<file path="config.mk">
export PLATFORM = sky130hd
export DESIGN_NAME = uart_8n2_transceiver
export DESIGN_NICKNAME = d
export VERILOG_FILES = /design/src/design/u8t_pkg.sv /design/src/design/u8t_tx.sv /design/src/design/u8t_rx.sv /design/src/design/uart_8n2_transceiver.sv
export VERILOG_INCLUDE_DIRS = /design/src /design/src/design
export SDC_FILE = /design/constraint.sdc
export NUM_CORES = 1
export LEC_CHECK = 0
export BUFFER_PORTS_ARGS = -buffer_cell sky130_fd_sc_hd__clkbuf_2
export CORE_MARGIN = 4
export CORE_UTILIZATION = 45
export CTS_BUF_LIST = sky130_fd_sc_hd__clkbuf_4 sky130_fd_sc_hd__clkbuf_8
export DETAILED_ROUTE_END_ITERATION = 16
export PLACE_DENSITY_LB_ADDON = 0.1
export SLEW_MARGIN = 0
export SYNTH_ARGS = -nofsm -noshare
export SYNTH_HDL_FRONTEND = slang
export SYNTH_SLANG_ARGS = --single-unit
</file>
<file path="constraint.sdc">
create_clock -name clk -period 9.4 [get_ports clk]
set_clock_uncertainty 0.1 [all_clocks]
set_input_delay 0.47 -clock clk [delete_from_list [all_inputs] [get_ports clk]]
set_output_delay 0.47 -clock clk [all_outputs]
set_load 0.02 [all_outputs]
</file>
<file path="src/design/uart_8n2_transceiver_assert.svh">
// Assertion macros for the serial transceiver.
`ifndef UART_8N2_TRANSCEIVER_ASSERT_SVH
`define UART_8N2_TRANSCEIVER_ASSERT_SVH

// Same-cycle implication, sampled on clk, off while rst_n is low.
`define U8T_ASSERT_IMP(label, ante, cons) \
  label: assert property (@(posedge clk) disable iff (!rst_n) (ante) |-> (cons)) \
    else $error("u8t: implication check failed");

// Next-cycle implication, sampled on clk, off while rst_n is low.
`define U8T_ASSERT_NXT(label, ante, cons) \
  label: assert property (@(posedge clk) disable iff (!rst_n) (ante) |=> (cons)) \
    else $error("u8t: next-cycle check failed");

`endif

</file>
<file path="src/design/u8t_pkg.sv">
// Shared types and constants of the serial transceiver.
`default_nettype none
package u8t_pkg;

  localparam int BYTE_W     = 8;
  localparam int PERIOD_W   = 16;
  localparam int RX_TICKS_W = PERIOD_W + 1;

  localparam logic [PERIOD_W-1:0] PERIOD_RST = 16'd104;

  localparam int IN_TDATA_W   = 16;
  localparam int OUT_FIELDS_W = 3 + BYTE_W;
  localparam int OUT_TDATA_W  = 16;

  typedef struct packed {
    logic line;
    logic busy;
  } tx_res_t;

  typedef struct packed {
    logic              valid;
    logic [BYTE_W-1:0] data;
  } rx_res_t;

endpackage
`default_nettype wire

</file>
<file path="src/design/u8t_tx.sv">
// Transmitter: frame sequencer advanced once per tick.
`default_nettype none
module u8t_tx #(
  parameter int DATA_BITS = 8,
  parameter int STOP_BITS = 2
) (
  input  logic                           clk,
  input  logic                           rst_n,
  input  logic                           step,
  input  logic [u8t_pkg::PERIOD_W-1:0]   period,
  input  logic                           send_valid,
  input  logic [u8t_pkg::BYTE_W-1:0]     send_byte,
  output u8t_pkg::tx_res_t               res
);
  import u8t_pkg::*;

  localparam int FRAME_BITS = 2 + DATA_BITS + STOP_BITS;
  localparam int PH_W       = $clog2(FRAME_BITS + 1);

  localparam logic [PH_W-1:0] PH_IDLE       = PH_W'(0);
  localparam logic [PH_W-1:0] PH_MARK       = PH_W'(1);
  localparam logic [PH_W-1:0] PH_START      = PH_W'(2);
  localparam logic [PH_W-1:0] PH_FIRST_DATA = PH_W'(3);
  localparam logic [PH_W-1:0] PH_LAST_DATA  = PH_W'(2 + DATA_BITS);
  localparam logic [PH_W-1:0] PH_LAST       = PH_W'(FRAME_BITS);

  logic [PH_W-1:0]     phase_r, phase_nxt;
  logic [BYTE_W-1:0]   shift_r, shift_nxt;
  logic [PERIOD_W-1:0] ticks_r, ticks_nxt;

  logic [PH_W-1:0]     ph_a;
  logic [BYTE_W-1:0]   sh_a;
  logic [PERIOD_W-1:0] tk_a;
  logic [PERIOD_W-1:0] tk_inc;

  always_comb begin
    ph_a = phase_r;
    sh_a = shift_r;
    tk_a = ticks_r;
    // a request taken while idle opens the frame on this tick
    if (phase_r == PH_IDLE && send_valid) begin
      ph_a = PH_MARK;
      sh_a = send_byte;
      tk_a = '0;
    end
    tk_inc    = tk_a + 1'b1;
    phase_nxt = ph_a;
    shift_nxt = sh_a;
    ticks_nxt = tk_a;
    res.line  = 1'b1;
    res.busy  = 1'b0;
    if (ph_a != PH_IDLE) begin
      res.busy = 1'b1;
      if (ph_a == PH_MARK) begin
        res.line = 1'b1;
      end else if (ph_a == PH_START) begin
        res.line = 1'b0;
      end else if (ph_a <= PH_LAST_DATA) begin
        res.line = sh_a[0];
      end else begin
        res.line = 1'b1;
      end
      if (tk_inc >= period) begin
        ticks_nxt = '0;
        if (ph_a >= PH_FIRST_DATA && ph_a <= PH_LAST_DATA) begin
          shift_nxt = sh_a >> 1;
        end
        phase_nxt = (ph_a == PH_LAST) ? PH_IDLE : ph_a + 1'b1;
      end else begin
        ticks_nxt = tk_inc;
      end
    end
  end

  always_ff @(posedge clk) begin
    if (!rst_n) begin
      phase_r <= PH_IDLE;
      shift_r <= '0;
      ticks_r <= '0;
    end else if (step) begin
      phase_r <= phase_nxt;
      shift_r <= shift_nxt;
      ticks_r <= ticks_nxt;
    end
  end

endmodule
`default_nettype wire

</file>
<file path="src/design/u8t_rx.sv">
// Receiver: start hunt, mid-bit sampling and word report, once per tick.
`default_nettype none
module u8t_rx #(
  parameter int DATA_BITS = 8
) (
  input  logic                           clk,
  input  logic                           rst_n,
  input  logic                           step,
  input  logic [u8t_pkg::PERIOD_W-1:0]   period,
  input  logic                           line,
  output u8t_pkg::rx_res_t               res
);
  import u8t_pkg::*;

  localparam int PH_W = $clog2(DATA_BITS + 2);

  localparam logic [PH_W-1:0] PH_HUNT      = PH_W'(0);
  localparam logic [PH_W-1:0] PH_FIRST     = PH_W'(1);
  localparam logic [PH_W-1:0] PH_LAST_DATA = PH_W'(DATA_BITS);

  logic [PH_W-1:0]       phase_r, phase_nxt;
  logic [DATA_BITS-1:0]  shift_r, shift_nxt;
  logic [RX_TICKS_W-1:0] ticks_r, ticks_nxt;

  logic [RX_TICKS_W-1:0]       tk_dec;
  logic [RX_TICKS_W-1:0]       start_wait;
  logic [DATA_BITS+BYTE_W-1:0] word_ext;

  assign start_wait = {1'b0, period} + {2'b00, period[PERIOD_W-1:1]};
  assign word_ext   = {{BYTE_W{1'b0}}, shift_r};

  always_comb begin
    phase_nxt = phase_r;
    shift_nxt = shift_r;
    ticks_nxt = ticks_r;
    res.valid = 1'b0;
    res.data  = '0;
    tk_dec    = (ticks_r != '0) ? ticks_r - 1'b1 : ticks_r;
    if (phase_r == PH_HUNT) begin
      // wait one and a half bits to land mid-way into the first data bit
      if (!line) begin
        phase_nxt = PH_FIRST;
        shift_nxt = '0;
        ticks_nxt = start_wait;
      end
    end else if (tk_dec == '0) begin
      if (phase_r <= PH_LAST_DATA) begin
        shift_nxt = {line, shift_r[DATA_BITS-1:1]};
        ticks_nxt = {1'b0, period};
        phase_nxt = phase_r + 1'b1;
      end else begin
        // stop bit goes unchecked; report and hunt from the next tick
        res.valid = 1'b1;
        res.data  = word_ext[BYTE_W-1:0];
        ticks_nxt = tk_dec;
        phase_nxt = PH_HUNT;
      end
    end else begin
      ticks_nxt = tk_dec;
    end
  end

  always_ff @(posedge clk) begin
    if (!rst_n) begin
      phase_r <= PH_HUNT;
      shift_r <= '0;
      ticks_r <= '0;
    end else if (step) begin
      phase_r <= phase_nxt;
      shift_r <= shift_nxt;
      ticks_r <= ticks_nxt;
    end
  end

endmodule
`default_nettype wire

</file>
<file path="src/design/uart_8n2_transceiver.sv">
// Top level of the tick-driven serial transceiver.
`default_nettype none
`include "uart_8n2_transceiver_assert.svh"
// Each request on the in_ stream is one timing tick of the serial line and
// yields exactly one result on the out_ stream. A request can be taken on
// every clock cycle unless the pipeline stalls; its result passes through the
// input register and then the result register. Both stages hold only while a
// result waits in the result register and out_tready is low. The transmitter
// frames a byte as one idle-high bit, a start bit,
// DATA_BITS data bits LSB first and STOP_BITS stop bits, each bit_period ticks
// long; a send request while busy is dropped. The receiver samples 1.5 bit
// periods after a falling line and then once per bit, reporting the word one
// bit later. bit_period (0 acts as 1) is written on the cfg_ channel; the user
// must do so only while no request is in flight, which the block does not enforce.
module uart_8n2_transceiver #(
  parameter int DATA_BITS = 8,
  parameter int STOP_BITS = 2
) (
  input  logic                              clk,
  input  logic                              rst_n,
  input  logic                              in_tvalid,
  output logic                              in_tready,
  // [0] rx_line, [1] send_valid, [9:2] send_byte, rest zero
  input  logic [u8t_pkg::IN_TDATA_W-1:0]    in_tdata,
  output logic                              out_tvalid,
  input  logic                              out_tready,
  // [0] tx_line, [1] tx_busy, [2] rx_valid, [10:3] rx_byte, rest zero
  output logic [u8t_pkg::OUT_TDATA_W-1:0]   out_tdata,
  input  logic                              cfg_valid,
  output logic                              cfg_ready,
  input  logic [u8t_pkg::PERIOD_W-1:0]      cfg_data
);
  import u8t_pkg::*;

  logic [PERIOD_W-1:0] bit_period_r;
  logic [PERIOD_W-1:0] period_eff;

  logic                s1_valid_r;
  logic                s1_line_r;
  logic                s1_send_r;
  logic [BYTE_W-1:0]   s1_byte_r;

  logic                   out_valid_r;
  logic [OUT_TDATA_W-1:0] out_tdata_r;

  logic     out_free;
  logic     step;
  tx_res_t  tx_res;
  rx_res_t  rx_res;

  assign cfg_ready  = 1'b1;
  assign period_eff = (bit_period_r == '0) ? PERIOD_W'(1) : bit_period_r;

  assign out_free  = !out_valid_r || out_tready;
  assign step      = s1_valid_r && out_free;
  assign in_tready = !s1_valid_r || out_free;

  always_ff @(posedge clk) begin
    if (!rst_n) begin
      bit_period_r <= PERIOD_RST;
    end else if (cfg_valid && cfg_ready) begin
      bit_period_r <= cfg_data;
    end
  end

  // input register
  always_ff @(posedge clk) begin
    if (!rst_n) begin
      s1_valid_r <= 1'b0;
    end else if (in_tready) begin
      s1_valid_r <= in_tvalid;
    end
  end

  always_ff @(posedge clk) begin
    if (in_tvalid && in_tready) begin
      s1_line_r <= in_tdata[0];
      s1_send_r <= in_tdata[1];
      s1_byte_r <= in_tdata[2 +: BYTE_W];
    end
  end

  u8t_tx #(
    .DATA_BITS (DATA_BITS),
    .STOP_BITS (STOP_BITS)
  ) u_tx (
    .clk        (clk),
    .rst_n      (rst_n),
    .step       (step),
    .period     (period_eff),
    .send_valid (s1_send_r),
    .send_byte  (s1_byte_r),
    .res        (tx_res)
  );

  u8t_rx #(
    .DATA_BITS (DATA_BITS)
  ) u_rx (
    .clk    (clk),
    .rst_n  (rst_n),
    .step   (step),
    .period (period_eff),
    .line   (s1_line_r),
    .res    (rx_res)
  );

  // result register
  always_ff @(posedge clk) begin
    if (!rst_n) begin
      out_valid_r <= 1'b0;
    end else if (out_free) begin
      out_valid_r <= s1_valid_r;
    end
  end

  always_ff @(posedge clk) begin
    if (step) begin
      out_tdata_r <= {{(OUT_TDATA_W - OUT_FIELDS_W){1'b0}},
                      rx_res.data, rx_res.valid, tx_res.busy, tx_res.line};
    end
  end

  assign out_tvalid = out_valid_r;
  assign out_tdata  = out_tdata_r;

  `U8T_ASSERT_NXT(a_step_gives_result, step, out_valid_r)
  `U8T_ASSERT_IMP(a_full_pipe_accept_moves, in_tvalid && in_tready && s1_valid_r, step)
  `U8T_ASSERT_IMP(a_idle_tx_high, out_tvalid && !out_tdata[1], out_tdata[0])
  `U8T_ASSERT_IMP(a_no_word_zero, out_tvalid && !out_tdata[2], out_tdata[10:3] == '0)

endmodule
`default_nettype wire
</file>
==> flow_metrics.py <==
metrics = {
    "routing": {
        "met1Wirelength_um": 7360,
        "routedWlPerCell_um": 16.2,
        "drt-pass1-iter-count": 5,
        "routed_via_density": 5.78,
        "drc_errors": 0,
        "met3_wirelength_um": 944,
        "highest_layer": "met4",
        "wl_um": 15300,
        "drt_iter0_markers": 395,
        "num_vias": 5435,
        "ant_nets": 0,
        "wl_met2_um": 6740,
    },
    "place": {
        "io_buffers": 43,
        "place.gp.congestion": 0.916,
        "place_hpwl_um": 11000,
    },
    "synth": {
        "ys_seq_elements": 96,
        "yosys_warnings": 0,
        "async_reset_ff_frac": 0,
        "ys.flop_type": "dfxtp_1",
        "synth_cells": 740,
        "synth_edf_count": 21,
        "synth.avg_cell_area_sq_um": 8.44,
        "seq_area_frac_synth": 0.341,
        "synth.distinct_cells": 71,
        "syn_area_sq_um": 6240,
    },
    "setup_path": {
        "r2r_slack_ns": 3.71,
        "cp_max_fo": 12,
        "regToRegEndpoint": "u_tx.shift_r[6]",
        "endpoint": "u_tx.shift_r[6]",
        "critPathKind": "reg2reg",
        "crit_start": "u_tx.phase_r[3]",
        "r2r_start": "u_tx.phase_r[3]",
        "cp-end-kind": "flop",
        "worstSetupStartpointType": "flop",
        "r2r_cells": 18,
        "arrival_ns": 5.90,
        "crit_required_ns": 9.61,
    },
    "floorplanning": {
        "fp.dieH_um": 126,
        "die_area_sq_um": 15800,
        "start_util": 0.466,
        "core.rowCount": 42,
        "die_w_um": 126,
        "fp.coreArea_sq_um": 13400,
        "ios": 56,
    },
    "power": {
        "ir_worst_vdd_uv": 118,
        "power_density_nw_per_um2": 141,
        "p_leak_nw": 2.74,
    },
    "timing": {
        "finalCritPeriodShare": 0.606,
        "finalHoldViolations": 0,
        "timing.slew.headroom": 0.311,
        "setup-tns-final_ns": 0,
        "grt_setup_unrepaired": "no",
        "max_clock_freq_mhz": 176,
        "fin_worst_hold_slack_ns": 0.159,
        "slew_viol_final": 0,
        "finalSetupViolations": 0,
        "tightest_slew_ns": 1.02,
        "finalCriticalPeriod_ns": 5.69,
    },
    "clock_tree": {
        "numClockSinks": 96,
        "post_cts_resized": 0,
        "cts_buffer_depth": 2,
        "holdBufCountCts": 0,
        "clkTransAtPathRegs_ns": 0.10,
        "cts_max_level": 3,
        "numCtsBuffers": 9,
        "cts_tree": "built",
        "root_buffer": "clkbuf_8",
        "clock_latency_ns": 0.38,
        "cts_setup_buffers": 0,
    },
    "flow_run": {
        "drv_cap": 0,
    },
    "global_routing": {
        "grt_max_degree": 72,
        "grt_antenna_before_repair": 0,
        "grt_pass1_wl_um": 25500,
        "gr-total-overflow": 0,
        "first_global_vias": 5117,
        "grt_usage": 0.195,
    },
    "cells_and_area": {
        "fin_nets": 843,
        "area.growth.synth_to_final_pct": 7.92,
        "fillCellCount": 1306,
        "mostFrequentLayoutCells": "nand2_1 (77), dfxtp_1 (75), nor2_1 (49), ha_1 (46), clkbuf_2 (43)",
        "n_antenna_cell": 0,
        "drive_gt1_frac": 0.109,
        "final_common_cell": "nand2_1",
    },
    "run_status": {
        "status": "complete, no violations",
    },
    "hold_path": {
        "hp-class": "in2reg",
    },
}
==> state kept, by name (all words and copies together), names as in the netlist <==
name	cells
u_rx.ticks_r	17
s1_line_r	1
u_tx.phase_r	4
s1_send_r	1
s1_valid_r	1
u_rx.shift_r	8
out_tvalid	1
u_tx.shift_r	8
u_rx.phase_r	4
out_tdata	11
u_tx.ticks_r	16
s1_byte_r	8
bit_period_r	16
==> report_power, final <==
group	leakage, nW	switching (W)	internal [W]
Combinational	1.83	0.000123	0.0000794
Sequential	0.805	0.0000181	0.000437
Clock	0.102	0.000163	0.000132
==> metal layers <==
| metal | GRT usage | vias to the layer above |
|---|---|---|
| li1 | - | 2709 |
| met1 | 0.273 | 2536 |
| met2 | 0.311 | 170 |
| met3 | 0.0368 | 20 |
| met4 | 0.0511 | 0 |
| met5 | 0 | - |
==> final cells by class <==
cell class,instances,area [sq um],area share
tap,176,220,0.0327
multi-input combinational,563,3770,0.560
inverter,40,150,0.0223
sequential,96,2130,0.316
clock buffer,11,139,0.0206
timing repair buffer,49,260,0.0386
clock inverter,5,63.8,0.00947
==> critical path, cell delays in order, from the launching register on <==
cell and delay (ns):
dfxtp_1 0.48, nor3_1 0.13, nand3_1 0.41, and2_1 0.24, ha_1 0.29, nand2_1 0.08
nor3_1 0.44, nand3_1 0.37, or3_1 0.43, a21oi_1 0.24, ha_1 0.16, nand4_1 0.13
o31ai_1 0.29, a221oi_1 0.09, o21a_1 0.22, a21o_1 0.22, a21oi_1 0.73, mux2_2 0.41
o21ai_0 0.13
==> worst min path at each step <==
stage,cells past startpoint,to,start
after CTS,1,s1_byte_r[2],in_tdata[4]
after global routing,1,s1_byte_r[0],in_tdata[2]
final,1,s1_send_r,in_tdata[1]
after floorplan,2,u_tx.shift_r[2],u_tx.shift_r[2]
after global placement,2,u_tx.shift_r[3],u_tx.shift_r[3]
after detailed placement,2,u_tx.shift_r[3],u_tx.shift_r[3]
==> kinds of logic after synthesis <==
logic type / Yosys count / share of synthesized area
AO/OA/AOI/OAI: 182 / 0.199
XOR/XNOR: 29 / 0.0407
adder cells (fa/ha/maj): 48 / 0.0970
buffers and inverters: 85 / 0.0567
flip-flops: 96 / 0.341
multiplexers: 25 / 0.0405
other: 2 / 0.00120
AND/OR/NAND/NOR: 273 / 0.223
==> through the flow <==
stage          utilization  total power (W)  worst slack, ns  cell area (sq um)  cells
6_report             0.503         0.000953             3.71               6740    940
5_1_grt              0.503          0.00100             3.16               6740    940
4_1_cts              0.503         0.000962             3.69               6740    940
3_5_place_dp         0.488         0.000665             3.72               6540    924
3_3_place_gp         0.488         0.000660             3.91               6540    924
2_1_floorplan            -         0.000615             4.59               6260    744
==> Yosys cell counts, types with 4 or more instances <==
cell / instances / area share
and3_1: 5 / 0.0050
xor2_1: 14 / 0.020
o211ai_1: 11 / 0.013
nand2b_1: 6 / 0.0060
or2_2: 5 / 0.0050
nor2_1: 49 / 0.029
a22o_1: 12 / 0.017
a211oi_1: 10 / 0.012
o21a_1: 4 / 0.0048
buf_4: 7 / 0.0084
dfxtp_1: 75 / 0.24
nand3_1: 30 / 0.024
or4_1: 4 / 0.0048
and2_1: 15 / 0.015
o31ai_1: 7 / 0.0084
o221ai_1: 7 / 0.0098
nor2b_1: 28 / 0.028
nand4_1: 10 / 0.010
nor3_1: 15 / 0.012
edfxtp_1: 21 / 0.10
xnor2_1: 15 / 0.021
a21oi_1: 38 / 0.030
nor4_1: 7 / 0.0070
a22oi_1: 8 / 0.0096
clkbuf_1: 33 / 0.020
mux2i_1: 23 / 0.037
inv_1: 39 / 0.023
nand2_1: 77 / 0.046
ha_1: 46 / 0.092
o21ai_0: 35 / 0.028
a21o_1: 6 / 0.0072
a31oi_1: 10 / 0.010
or3_1: 8 / 0.0080
(Power assumes the default switching activity.)
